$ cat src/sv/hrck_pkg.sv
// Shared types and constants for the HSV/RGB color key unit.
// Used by hrck_regs, hrck_prep and the top level; depends on nothing.
package hrck_pkg;

  localparam int PIX_W      = 8;
  localparam int HUE_W      = 15;
  localparam int SAT_W      = 13;
  localparam int T_W        = 11;  // sector-scaled hue numerator, up to 6*255
  localparam int HUE_NUM_W  = 23;  // T_W term times one sector of hue
  localparam int SAT_SHIFT  = 12;  // saturation scale, 4096
  localparam int SAT_NUM_W  = PIX_W + SAT_SHIFT;
  localparam int CHAN_W     = 3 * PIX_W;
  localparam int ADDR_W     = 5;
  localparam int DATA_W     = 32;
  localparam int DIV_STAGES = 4;
  localparam int LATENCY    = 3 + DIV_STAGES;  // start to result strobe

  localparam logic [HUE_NUM_W-1:0] HUE_SECTOR = HUE_NUM_W'(3840);

  localparam logic [HUE_W-1:0]  HUE_HIGH_RST  = HUE_W'(23040);
  localparam logic [SAT_W-1:0]  SAT_HIGH_RST  = SAT_W'(4096);
  localparam logic [PIX_W-1:0]  VAL_HIGH_RST  = PIX_W'(255);
  localparam logic [CHAN_W-1:0] CHAN_HIGH_RST = CHAN_W'(24'hFFFFFF);
  localparam logic [SAT_W-1:0]  SAT_MAX       = SAT_W'(4096);
  localparam logic [HUE_W-1:0]  HUE_LIMIT     = HUE_W'(23040);

  typedef enum logic [2:0] {
    REG_HUE_LOW   = 3'd0,
    REG_HUE_HIGH  = 3'd1,
    REG_SAT_LOW   = 3'd2,
    REG_SAT_HIGH  = 3'd3,
    REG_VAL_LOW   = 3'd4,
    REG_VAL_HIGH  = 3'd5,
    REG_CHAN_LOW  = 3'd6,
    REG_CHAN_HIGH = 3'd7
  } reg_idx_t;

  typedef enum logic [1:0] {
    SEC_RED_POS = 2'd0,
    SEC_RED_NEG = 2'd1,
    SEC_GREEN   = 2'd2,
    SEC_BLUE    = 2'd3
  } sector_t;

  typedef struct packed {
    logic [PIX_W-1:0] pix_red;
    logic [PIX_W-1:0] pix_green;
    logic [PIX_W-1:0] pix_blue;
  } pix_t;

  typedef struct packed {
    logic [PIX_W-1:0] hsv_out_red;
    logic [PIX_W-1:0] hsv_out_green;
    logic [PIX_W-1:0] hsv_out_blue;
    logic [PIX_W-1:0] rgb_out_red;
    logic [PIX_W-1:0] rgb_out_green;
    logic [PIX_W-1:0] rgb_out_blue;
    logic [HUE_W-1:0] hue_val;
    logic [SAT_W-1:0] sat_val;
    logic [PIX_W-1:0] bright_val;
    logic             hsv_hit;
    logic             rgb_hit;
  } res_t;

  typedef struct packed {
    logic [HUE_W-1:0]  hue_low;
    logic [HUE_W-1:0]  hue_high;
    logic [SAT_W-1:0]  sat_low;
    logic [SAT_W-1:0]  sat_high;
    logic [PIX_W-1:0]  val_low;
    logic [PIX_W-1:0]  val_high;
    logic [CHAN_W-1:0] chan_low;
    logic [CHAN_W-1:0] chan_high;
  } cfg_t;

  typedef struct packed {
    logic                 valid;
    pix_t                 pix;
    logic [PIX_W-1:0]     mx;
    logic [HUE_NUM_W-1:0] num_hue;
    logic [PIX_W-1:0]     den_hue;
    logic [SAT_NUM_W-1:0] num_sat;
    logic [PIX_W-1:0]     den_sat;
  } prep_t;

endpackage

$ cat src/sv/hrck_regs.sv
// APB configuration registers for the color key thresholds.
// Depends on hrck_pkg.
module hrck_regs (
  input  logic                       clk,
  input  logic                       rst,
  input  logic                       psel,
  input  logic                       penable,
  input  logic                       pwrite,
  input  logic [hrck_pkg::ADDR_W-1:0] paddr,
  input  logic [hrck_pkg::DATA_W-1:0] pwdata,
  output logic [hrck_pkg::DATA_W-1:0] prdata,
  output logic                       pready,
  output hrck_pkg::cfg_t             cfg
);

  hrck_pkg::reg_idx_t idx;
  logic               wr_en;

  assign idx    = hrck_pkg::reg_idx_t'(paddr[hrck_pkg::ADDR_W-1:2]);
  assign pready = 1'b1;
  assign wr_en  = psel && penable && pwrite;

  always_ff @(posedge clk) begin
    if (rst) begin
      cfg.hue_low   <= '0;
      cfg.hue_high  <= hrck_pkg::HUE_HIGH_RST;
      cfg.sat_low   <= '0;
      cfg.sat_high  <= hrck_pkg::SAT_HIGH_RST;
      cfg.val_low   <= '0;
      cfg.val_high  <= hrck_pkg::VAL_HIGH_RST;
      cfg.chan_low  <= '0;
      cfg.chan_high <= hrck_pkg::CHAN_HIGH_RST;
    end else if (wr_en) begin
      unique case (idx)
        hrck_pkg::REG_HUE_LOW:   cfg.hue_low   <= pwdata[hrck_pkg::HUE_W-1:0];
        hrck_pkg::REG_HUE_HIGH:  cfg.hue_high  <= pwdata[hrck_pkg::HUE_W-1:0];
        hrck_pkg::REG_SAT_LOW:   cfg.sat_low   <= pwdata[hrck_pkg::SAT_W-1:0];
        hrck_pkg::REG_SAT_HIGH:  cfg.sat_high  <= pwdata[hrck_pkg::SAT_W-1:0];
        hrck_pkg::REG_VAL_LOW:   cfg.val_low   <= pwdata[hrck_pkg::PIX_W-1:0];
        hrck_pkg::REG_VAL_HIGH:  cfg.val_high  <= pwdata[hrck_pkg::PIX_W-1:0];
        hrck_pkg::REG_CHAN_LOW:  cfg.chan_low  <= pwdata[hrck_pkg::CHAN_W-1:0];
        hrck_pkg::REG_CHAN_HIGH: cfg.chan_high <= pwdata[hrck_pkg::CHAN_W-1:0];
      endcase
    end
  end

  always_comb begin
    unique case (idx)
      hrck_pkg::REG_HUE_LOW:   prdata = hrck_pkg::DATA_W'(cfg.hue_low);
      hrck_pkg::REG_HUE_HIGH:  prdata = hrck_pkg::DATA_W'(cfg.hue_high);
      hrck_pkg::REG_SAT_LOW:   prdata = hrck_pkg::DATA_W'(cfg.sat_low);
      hrck_pkg::REG_SAT_HIGH:  prdata = hrck_pkg::DATA_W'(cfg.sat_high);
      hrck_pkg::REG_VAL_LOW:   prdata = hrck_pkg::DATA_W'(cfg.val_low);
      hrck_pkg::REG_VAL_HIGH:  prdata = hrck_pkg::DATA_W'(cfg.val_high);
      hrck_pkg::REG_CHAN_LOW:  prdata = hrck_pkg::DATA_W'(cfg.chan_low);
      hrck_pkg::REG_CHAN_HIGH: prdata = hrck_pkg::DATA_W'(cfg.chan_high);
    endcase
  end

endmodule

$ cat src/sv/hrck_prep.sv
// Front end: max/min, hue sector and the divider operands, two register stages.
// Depends on hrck_pkg.
module hrck_prep (
  input  logic            clk,
  input  logic            rst,
  input  logic            in_valid,
  input  hrck_pkg::pix_t  pix,
  output hrck_pkg::prep_t prep
);

  // stage 1
  logic                        s1_valid;
  hrck_pkg::pix_t              s1_pix;
  logic [hrck_pkg::PIX_W-1:0]  s1_mx;
  logic [hrck_pkg::PIX_W-1:0]  s1_mn;
  hrck_pkg::sector_t           s1_sec;

  logic [hrck_pkg::PIX_W-1:0]  mx_c;
  logic [hrck_pkg::PIX_W-1:0]  mn_c;
  hrck_pkg::sector_t           sec_c;

  // stage 2 operands
  logic [hrck_pkg::PIX_W-1:0]     d_c;
  logic [hrck_pkg::T_W-1:0]       t_c;
  logic [hrck_pkg::T_W-1:0]       r_t;
  logic [hrck_pkg::T_W-1:0]       g_t;
  logic [hrck_pkg::T_W-1:0]       b_t;
  logic [hrck_pkg::T_W-1:0]       d_t;
  logic [hrck_pkg::HUE_NUM_W-1:0] num_hue_c;

  always_comb begin
    mx_c = pix.pix_red;
    mn_c = pix.pix_red;
    if (pix.pix_green > mx_c) mx_c = pix.pix_green;
    if (pix.pix_blue > mx_c) mx_c = pix.pix_blue;
    if (pix.pix_green < mn_c) mn_c = pix.pix_green;
    if (pix.pix_blue < mn_c) mn_c = pix.pix_blue;
  end

  // ties: red wins over green, green over blue
  always_comb begin
    priority if (mx_c == pix.pix_red) begin
      sec_c = (pix.pix_green >= pix.pix_blue) ? hrck_pkg::SEC_RED_POS
                                              : hrck_pkg::SEC_RED_NEG;
    end else if (mx_c == pix.pix_green) begin
      sec_c = hrck_pkg::SEC_GREEN;
    end else begin
      sec_c = hrck_pkg::SEC_BLUE;
    end
  end

  always_ff @(posedge clk) begin
    if (rst) begin
      s1_valid <= 1'b0;
    end else begin
      s1_valid <= in_valid;
    end
    s1_pix <= pix;
    s1_mx  <= mx_c;
    s1_mn  <= mn_c;
    s1_sec <= sec_c;
  end

  assign d_c = s1_mx - s1_mn;
  assign r_t = hrck_pkg::T_W'(s1_pix.pix_red);
  assign g_t = hrck_pkg::T_W'(s1_pix.pix_green);
  assign b_t = hrck_pkg::T_W'(s1_pix.pix_blue);
  assign d_t = hrck_pkg::T_W'(d_c);

  // hue numerator in sector units, always in 0..6d
  always_comb begin
    unique case (s1_sec)
      hrck_pkg::SEC_RED_POS: t_c = g_t - b_t;
      hrck_pkg::SEC_RED_NEG: t_c = (d_t << 2) + (d_t << 1) - (b_t - g_t);
      hrck_pkg::SEC_GREEN:   t_c = (d_t << 1) + b_t - r_t;
      hrck_pkg::SEC_BLUE:    t_c = (d_t << 2) + r_t - g_t;
    endcase
  end

  assign num_hue_c = hrck_pkg::HUE_NUM_W'(t_c) * hrck_pkg::HUE_SECTOR;

  always_ff @(posedge clk) begin
    if (rst) begin
      prep.valid <= 1'b0;
    end else begin
      prep.valid <= s1_valid;
    end
    prep.pix     <= s1_pix;
    prep.mx      <= s1_mx;
    prep.num_hue <= num_hue_c;
    // grey or black pixel: numerator is zero, divide by one to get zero
    prep.den_hue <= (d_c == '0) ? hrck_pkg::PIX_W'(1) : d_c;
    prep.num_sat <= {d_c, hrck_pkg::SAT_SHIFT'(0)};
    prep.den_sat <= (s1_mx == '0) ? hrck_pkg::PIX_W'(1) : s1_mx;
  end

endmodule

$ cat src/sv/hrck_div.sv
// Pipelined restoring divider, up to BPS quotient bits per stage.
// Assumes num < den * 2**Q_W. Depends on nothing outside this file.
module hrck_div #(
  parameter int NUM_W  = 23,
  parameter int DEN_W  = 8,
  parameter int Q_W    = 15,
  parameter int STAGES = 4
) (
  input  logic             clk,
  input  logic [NUM_W-1:0] num,
  input  logic [DEN_W-1:0] den,
  output logic [Q_W-1:0]   quo
);

  localparam int BPS = (Q_W + STAGES - 1) / STAGES;

  logic [DEN_W-1:0] rem_p [1:STAGES];
  logic [Q_W-1:0]   low_p [1:STAGES];
  logic [Q_W-1:0]   quo_p [1:STAGES];
  logic [DEN_W-1:0] den_p [1:STAGES];

  for (genvar s = 0; s < STAGES; s++) begin : g_stage
    logic [DEN_W-1:0] rem_i;
    logic [Q_W-1:0]   low_i;
    logic [Q_W-1:0]   quo_i;
    logic [DEN_W-1:0] den_i;
    logic [DEN_W-1:0] rem_n;
    logic [Q_W-1:0]   low_n;
    logic [Q_W-1:0]   quo_n;

    if (s == 0) begin : g_load
      // upper numerator bits are already below den
      assign rem_i = DEN_W'(num >> Q_W);
      assign low_i = num[Q_W-1:0];
      assign quo_i = '0;
      assign den_i = den;
    end else begin : g_chain
      assign rem_i = rem_p[s];
      assign low_i = low_p[s];
      assign quo_i = quo_p[s];
      assign den_i = den_p[s];
    end

    always_comb begin
      logic [DEN_W:0] part;
      part  = '0;
      rem_n = rem_i;
      low_n = low_i;
      quo_n = quo_i;
      for (int k = 0; k < BPS; k++) begin
        if (s * BPS + k < Q_W) begin
          part  = {rem_n, low_n[Q_W-1]};
          low_n = low_n << 1;
          if (part >= {1'b0, den_i}) begin
            part  = part - {1'b0, den_i};
            quo_n = {quo_n[Q_W-2:0], 1'b1};
          end else begin
            quo_n = {quo_n[Q_W-2:0], 1'b0};
          end
          rem_n = part[DEN_W-1:0];
        end
      end
    end

    always_ff @(posedge clk) begin
      rem_p[s+1] <= rem_n;
      low_p[s+1] <= low_n;
      quo_p[s+1] <= quo_n;
      den_p[s+1] <= den_i;
    end
  end

  assign quo = quo_p[STAGES];

endmodule

$ cat src/sv/hsv_rgb_range_color_key_unit.sv
// Top level of the HSV/RGB color key: config registers, front end, dividers, key compare.
// Depends on hrck_pkg, hrck_regs, hrck_prep and hrck_div.
//
// Usage:
//   A pixel transaction is taken at each rising edge where start is high and
//   busy is low. busy is low at all times outside reset, so a pixel may be
//   sent every cycle.
//   Each pixel produces one result, shown on res for exactly one cycle with
//   res_valid high; on the way it passes 2 front-end stages, 4 divider stages
//   and 1 compare/output stage.
//   Results leave in input order.
//   Hue and saturation come from two 4-stage restoring dividers running side
//   by side, at most 4 quotient bits per stage; they make up most of the pipeline.
//   Throughput is one pixel per clock.
//   The receiver has no way to hold results off; res_valid is a strobe.
//   Thresholds are set over the APB port (register i at byte 4*i), pready is
//   always high. Change them only while no pixel is in flight.
//   Synchronous reset clears the pipeline valid bits and loads the
//   pass-everything thresholds; pixels are not taken while rst is high.
module hsv_rgb_range_color_key_unit (
  input  logic                        clk,
  input  logic                        rst,
  input  logic                        start,
  output logic                        busy,
  input  hrck_pkg::pix_t              pix,
  output logic                        res_valid,
  output hrck_pkg::res_t              res,
  input  logic                        psel,
  input  logic                        penable,
  input  logic                        pwrite,
  input  logic [hrck_pkg::ADDR_W-1:0] paddr,
  input  logic [hrck_pkg::DATA_W-1:0] pwdata,
  output logic [hrck_pkg::DATA_W-1:0] prdata,
  output logic                        pready
);

  hrck_pkg::cfg_t  cfg;
  hrck_pkg::prep_t prep;

  logic [hrck_pkg::HUE_W-1:0] hue_q;
  logic [hrck_pkg::SAT_W-1:0] sat_q;

  logic                       vld  [hrck_pkg::DIV_STAGES];
  hrck_pkg::pix_t             dpix [hrck_pkg::DIV_STAGES];
  logic [hrck_pkg::PIX_W-1:0] dmx  [hrck_pkg::DIV_STAGES];

  hrck_pkg::pix_t             px;
  logic [hrck_pkg::PIX_W-1:0] mx;
  logic                       hsv_ok;
  logic                       rgb_ok;
  logic                       red_ok;
  logic                       grn_ok;
  logic                       blu_ok;

  assign busy = rst;

  hrck_regs u_regs (
    .clk     (clk),
    .rst     (rst),
    .psel    (psel),
    .penable (penable),
    .pwrite  (pwrite),
    .paddr   (paddr),
    .pwdata  (pwdata),
    .prdata  (prdata),
    .pready  (pready),
    .cfg     (cfg)
  );

  hrck_prep u_prep (
    .clk      (clk),
    .rst      (rst),
    .in_valid (start && !busy),
    .pix      (pix),
    .prep     (prep)
  );

  hrck_div #(
    .NUM_W  (hrck_pkg::HUE_NUM_W),
    .DEN_W  (hrck_pkg::PIX_W),
    .Q_W    (hrck_pkg::HUE_W),
    .STAGES (hrck_pkg::DIV_STAGES)
  ) u_div_hue (
    .clk (clk),
    .num (prep.num_hue),
    .den (prep.den_hue),
    .quo (hue_q)
  );

  hrck_div #(
    .NUM_W  (hrck_pkg::SAT_NUM_W),
    .DEN_W  (hrck_pkg::PIX_W),
    .Q_W    (hrck_pkg::SAT_W),
    .STAGES (hrck_pkg::DIV_STAGES)
  ) u_div_sat (
    .clk (clk),
    .num (prep.num_sat),
    .den (prep.den_sat),
    .quo (sat_q)
  );

  // sideband follows the dividers
  always_ff @(posedge clk) begin
    if (rst) begin
      for (int i = 0; i < hrck_pkg::DIV_STAGES; i++) vld[i] <= 1'b0;
    end else begin
      vld[0] <= prep.valid;
      for (int i = 1; i < hrck_pkg::DIV_STAGES; i++) vld[i] <= vld[i-1];
    end
    dpix[0] <= prep.pix;
    dmx[0]  <= prep.mx;
    for (int i = 1; i < hrck_pkg::DIV_STAGES; i++) begin
      dpix[i] <= dpix[i-1];
      dmx[i]  <= dmx[i-1];
    end
  end

  assign px = dpix[hrck_pkg::DIV_STAGES-1];
  assign mx = dmx[hrck_pkg::DIV_STAGES-1];

  assign hsv_ok = (hue_q >= cfg.hue_low) && (hue_q <= cfg.hue_high) &&
                  (sat_q >= cfg.sat_low) && (sat_q <= cfg.sat_high) &&
                  (mx >= cfg.val_low) && (mx <= cfg.val_high);

  assign red_ok = (px.pix_red >= cfg.chan_low[7:0]) &&
                  (px.pix_red <= cfg.chan_high[7:0]);
  assign grn_ok = (px.pix_green >= cfg.chan_low[15:8]) &&
                  (px.pix_green <= cfg.chan_high[15:8]);
  assign blu_ok = (px.pix_blue >= cfg.chan_low[23:16]) &&
                  (px.pix_blue <= cfg.chan_high[23:16]);
  assign rgb_ok = red_ok && grn_ok && blu_ok;

  always_ff @(posedge clk) begin
    if (rst) begin
      res_valid <= 1'b0;
    end else begin
      res_valid <= vld[hrck_pkg::DIV_STAGES-1];
    end
    res.hsv_out_red   <= hsv_ok ? px.pix_red : '0;
    res.hsv_out_green <= hsv_ok ? px.pix_green : '0;
    res.hsv_out_blue  <= hsv_ok ? px.pix_blue : '0;
    res.rgb_out_red   <= rgb_ok ? px.pix_red : '0;
    res.rgb_out_green <= rgb_ok ? px.pix_green : '0;
    res.rgb_out_blue  <= rgb_ok ? px.pix_blue : '0;
    res.hue_val       <= hue_q;
    res.sat_val       <= sat_q;
    res.bright_val    <= mx;
    res.hsv_hit       <= hsv_ok;
    res.rgb_hit       <= rgb_ok;
  end

`ifndef NO_ASSERTIONS
  a_res_has_source: assert property (@(posedge clk) disable iff (rst)
    res_valid |-> $past(start && !busy, hrck_pkg::LATENCY))
    else $error("result strobe without a matching pixel transaction");

  a_quo_range: assert property (@(posedge clk) disable iff (rst)
    res_valid |-> (res.hue_val < hrck_pkg::HUE_LIMIT) && (res.sat_val <= hrck_pkg::SAT_MAX))
    else $error("hue or saturation out of range");

  a_black_zero: assert property (@(posedge clk) disable iff (rst)
    res_valid && (res.bright_val == '0) |-> (res.hue_val == '0) && (res.sat_val == '0))
    else $error("black pixel gave nonzero hue or saturation");
`endif

endmodule
$ cat config.mk
export PLATFORM = sky130hd
export DESIGN_NAME = hsv_rgb_range_color_key_unit
export DESIGN_NICKNAME = d
export VERILOG_FILES = /design/src/sv/hrck_pkg.sv /design/src/sv/hrck_regs.sv /design/src/sv/hrck_prep.sv /design/src/sv/hrck_div.sv /design/src/sv/hsv_rgb_range_color_key_unit.sv
export SDC_FILE = /design/constraint.sdc
export NUM_CORES = 2
export LEC_CHECK = 0
export BUFFER_PORTS_ARGS = -buffer_cell sky130_fd_sc_hd__buf_2
export CAP_MARGIN = 20
export CORE_ASPECT_RATIO = 0.7
export CORE_MARGIN = 2
export CORE_UTILIZATION = 50
export CTS_CLUSTER_DIAMETER = 200
export DETAILED_ROUTE_END_ITERATION = 10
export HOLD_SLACK_MARGIN = 0.1
export PLACE_DENSITY = 0.64
export SYNTH_ARGS = -nofsm -noshare
export SYNTH_HDL_FRONTEND = slang
export SYNTH_HIERARCHICAL = 1
export SYNTH_SLANG_ARGS = --single-unit
$ cat constraint.sdc
create_clock -name clk -period 26.1 [get_ports clk]
set_input_delay 0 -clock clk [delete_from_list [all_inputs] [get_ports clk]]
set_output_delay 0 -clock clk [all_outputs]
set_load 0.01 [all_outputs]
==> flow_summary.json <==
{
  "status": "completed",
  "synth_seq_cells": 662,
  "core.rowCount": 83,
  "synthesis.yosys.warnings": 6,
  "drt-vias-per-instance": 5.38,
  "die-height_um": 231,
  "most_used_cell_cp": "sky130_fd_sc_hd__o21ai_0",
  "rr_startpoint": "u_div_hue/den_p[0][9]",
  "drt_drc_violations_left": 0,
  "regToRegSetupSlack_ns": 15.69,
  "cts.repair_timing.setup_buffer_count": 0,
  "cts_sinks": 662,
  "worst_clock_skew_on_the_final_layout_ns": 0.0303,
  "grt_pass1_wl_um": 147000,
  "maxSlewViolCount": 0,
  "floorplan.die.width_um": 328,
  "min-delay-start": "pwdata[20]",
  "grt_max_degree": 105,
  "end_kind": "register",
  "cts_tree": "yes",
  "synth_edf_count": 0,
  "wl_cell_um": 17.7,
  "hold_path_end": "u_regs/cfg[20]",
  "setup_viol_count_final": 0,
  "ant_nets": 0,
  "place.port_buffers": 168,
  "setup_tns_ns": 0,
  "grt_antenna_before_repair": 5,
  "ys_dominant_reg_cell": "sky130_fd_sc_hd__dfxtp_1",
  "detailed_place_hpwl_um": 71500,
  "cap_viol_max_count": 0,
  "cts-buffers-inserted": 61,
  "reg2reg_to": "u_div_hue/rem_p[0][23]",
  "holdBufCountCts": 84,
  "vias_in_the_first_global_route": 26130,
  "area_growth_pct": 12.7,
  "fillerInstances": 6537,
  "mean_syn_cell_area_sq_um": 9.25,
  "synth_commonest_cells": "sky130_fd_sc_hd__dfxtp_1, sky130_fd_sc_hd__ha_1, sky130_fd_sc_hd__inv_1",
  "synthDistinctLibCells": 120,
  "worst-path-buf-inv": 5,
  "max-clock-path-buffers": 3,
  "synth_top_cells_by_area": "sky130_fd_sc_hd__dfxtp_1, sky130_fd_sc_hd__ha_1, sky130_fd_sc_hd__inv_1",
  "cp_max_fo": 13,
  "cts.reportedPaths.clkPinSlew_ns": 0.07,
  "detailedRoute.firstPassIterationCount": 6,
  "holdCritPathClass": "input port to register",
  "layout-drive-gt1-share_pct": 10.8,
  "tightest_slew_ns": 1.16,
  "critPathArrivalTime_ns": 10.93,
  "report.final.hold_viol_count": 0,
  "post-synth-top-area-fraction_pct": 36.0,
  "vias": 28219,
  "fmax_ghz": 0.0961,
  "gp_congestion": 0.889,
  "cpMaxStageDelayCell": "sky130_fd_sc_hd__and2_1",
  "summed_instance_area_of_the_synthesized_netlist_sq_um": 36800,
  "min_period_ns": 10.41,
  "slew_headroom_pct": 22.7,
  "ctsRootBufferMaster": "sky130_fd_sc_hd__clkbuf_16",
  "clock_latency_of_the_later_clocked_register_in_the_worst_skew_pair_ns": 0.66,
  "drt_first_iter_violations": 2433,
  "cell_type_with_the_largest_total_area_after_synthesis": "sky130_fd_sc_hd__dfxtp_1",
  "die-area_sq_um": 75900,
  "initial_utilization_pct": 50.4,
  "final_net_count": 4800,
  "synth_seq_area_share_pct": 36.0,
  "reg2regPathDepth": 38,
  "boundaryPins": 188,
  "critical_path.startpoint_type": "register",
  "grt.overflow.total": 0,
  "cts-htree-levels": 2,
  "drt_wl_total_um": 93100,
  "rsz0062_at_grt": "no",
  "core_area_sq_um": 73100,
  "final.period_utilization_pct": 39.9,
  "worst_hold_path.num_cells": 4,
  "cell_with_the_most_instances_after_synthesis": "sky130_fd_sc_hd__dfxtp_1",
  "synth_async_sr_flop_share_pct": 0,
  "ctsResizeCount": 0,
  "worst-setup-path-type": "register to register",
  "global_route_usage_over_all_layers_pct": 24.3,
  "syn_inst": 3983,
  "worst_ep_required_time_ns": 26.62,
  "critPathMaxStageDelay_ns": 0.50,
  "worst_path_dominant_cell_family": "compound AO/OA/AOI/OAI gates"
}
==> cells in the final DEF (no fill, tap or decap), types with 66 or more instances in the layout <==
cell type                         n
sky130_fd_sc_hd__o21ai_0        143
sky130_fd_sc_hd__nor2b_1         80
sky130_fd_sc_hd__fa_1            66
sky130_fd_sc_hd__mux2i_1         96
sky130_fd_sc_hd__inv_1          445
sky130_fd_sc_hd__a21o_1          73
sky130_fd_sc_hd__dlygate4sd3_1   84
sky130_fd_sc_hd__ha_1           455
sky130_fd_sc_hd__mux2_2          76
sky130_fd_sc_hd__nor3_1          85
sky130_fd_sc_hd__nor2_1         208
sky130_fd_sc_hd__xnor2_1        118
sky130_fd_sc_hd__a21oi_1        300
sky130_fd_sc_hd__nand2_1        348
sky130_fd_sc_hd__buf_2          167
sky130_fd_sc_hd__xor2_1          71
sky130_fd_sc_hd__dfxtp_1        662
==> routing by layer <==
layer / track usage, % / share of wire, %
met2: 34.5 / 40
met4: 4.01 / 1.3
met1: 38.8 / 52
met3: 3.24 / 6.8
met5: 0 / 0
==> state kept, by name, summed over array words and instances, names as in the netlist <==
register / flops
u_prep/prep: 72
u_prep/g_t: 8
vld: 4
u_prep/s1_mn: 8
u_div_sat/rem_p: 24
res: 86
u_prep/r_t: 8
u_prep/b_t: 8
u_prep/s1_sec: 2
u_div_sat/quo_p: 37
dpix: 96
u_div_hue/rem_p: 24
u_prep/s1_valid: 1
u_div_sat/den_p: 24
u_regs/cfg: 120
dmx: 32
res_valid: 1
u_div_sat/low_p: 15
u_div_hue/quo_p: 39
u_div_hue/low_p: 21
u_div_hue/den_p: 24
u_prep/s1_mx: 8
==> through the flow <==
| stage | utilization [%] | setup slack [ns] | hold WS, ns | instances | instance area [sq um] |
|---|---|---|---|---|---|
| 3_5_place_dp | 52.5 | 16.01 | 0.190 | 5041 | 38400 |
| 4_1_cts | 56.8 | 15.90 | 0.100 | 5240 | 41500 |
| 5_1_grt | 56.8 | 14.55 | 0.126 | 5241 | 41500 |
| 3_3_place_gp | 52.5 | 16.14 | 0.193 | 5041 | 38400 |
| 2_1_floorplan | - | 17.90 | 0.0277 | 4009 | 36900 |
| 6_report | 56.8 | 15.69 | 0.130 | 5243 | 41500 |
==> layout make-up <==
| class | instances | area [sq um] | share of cell area [%] |
|---|---|---|---|
| antenna | 2 | 5.00 | 0.0121 |
| clock buffer | 74 | 1680 | 4.04 |
| clock inverter | 41 | 566 | 1.36 |
| inverter | 452 | 1710 | 4.12 |
| multi-input combinational | 2766 | 21300 | 51.2 |
| sequential | 662 | 13300 | 31.9 |
| tap | 977 | 1220 | 2.94 |
| timing repair buffer | 269 | 1820 | 4.38 |
==> how the worst max path moves through the flow <==
stage	start	endpoint	slack, ns	depth (start not counted)
finish	u_div_hue/den_p[0][9]	u_div_hue/rem_p[0][23]	15.69	38
global route	u_div_hue/den_p[0][9]	u_div_hue/rem_p[0][23]	14.55	38
CTS	u_div_hue/den_p[0][9]	u_div_hue/rem_p[0][23]	15.90	38
detailed placement	u_div_hue/den_p[0][9]	u_div_hue/rem_p[0][23]	16.01	38
global placement	u_div_hue/den_p[0][9]	u_div_hue/rem_p[0][23]	16.14	38
floorplan	u_div_hue/den_p[0][9]	u_div_hue/rem_p[0][18]	17.90	39
==> worst register-to-register path: cells and delay by family (launching register included) <==
family	cells	cell delay, ns
flops	1	0.45
mux	3	1.07
simple gates	7	1.41
fa+ha+maj	4	1.27
compound gates	19	5.33
buf+inv	5	0.78
==> kinds of logic (layout without fill, tap and decap cells) <==
family / after synthesis / count (layout) / synth area share [%]
simple gates: 1003 / 1003 / 13.4
compound gates: 837 / 837 / 14.9
flops: 662 / 662 / 36.0
buf+inv: 581 / 836 / 6.63
fa+ha+maj: 521 / 521 / 19.0
xor+xnor: 190 / 190 / 4.54
mux: 186 / 186 / 5.53
other cells: 3 / 31 / 0.0306
Power is left out: the tool's default activity adds up to more than one toggle a clock period on the data nets, which glitch-free logic cannot reach.
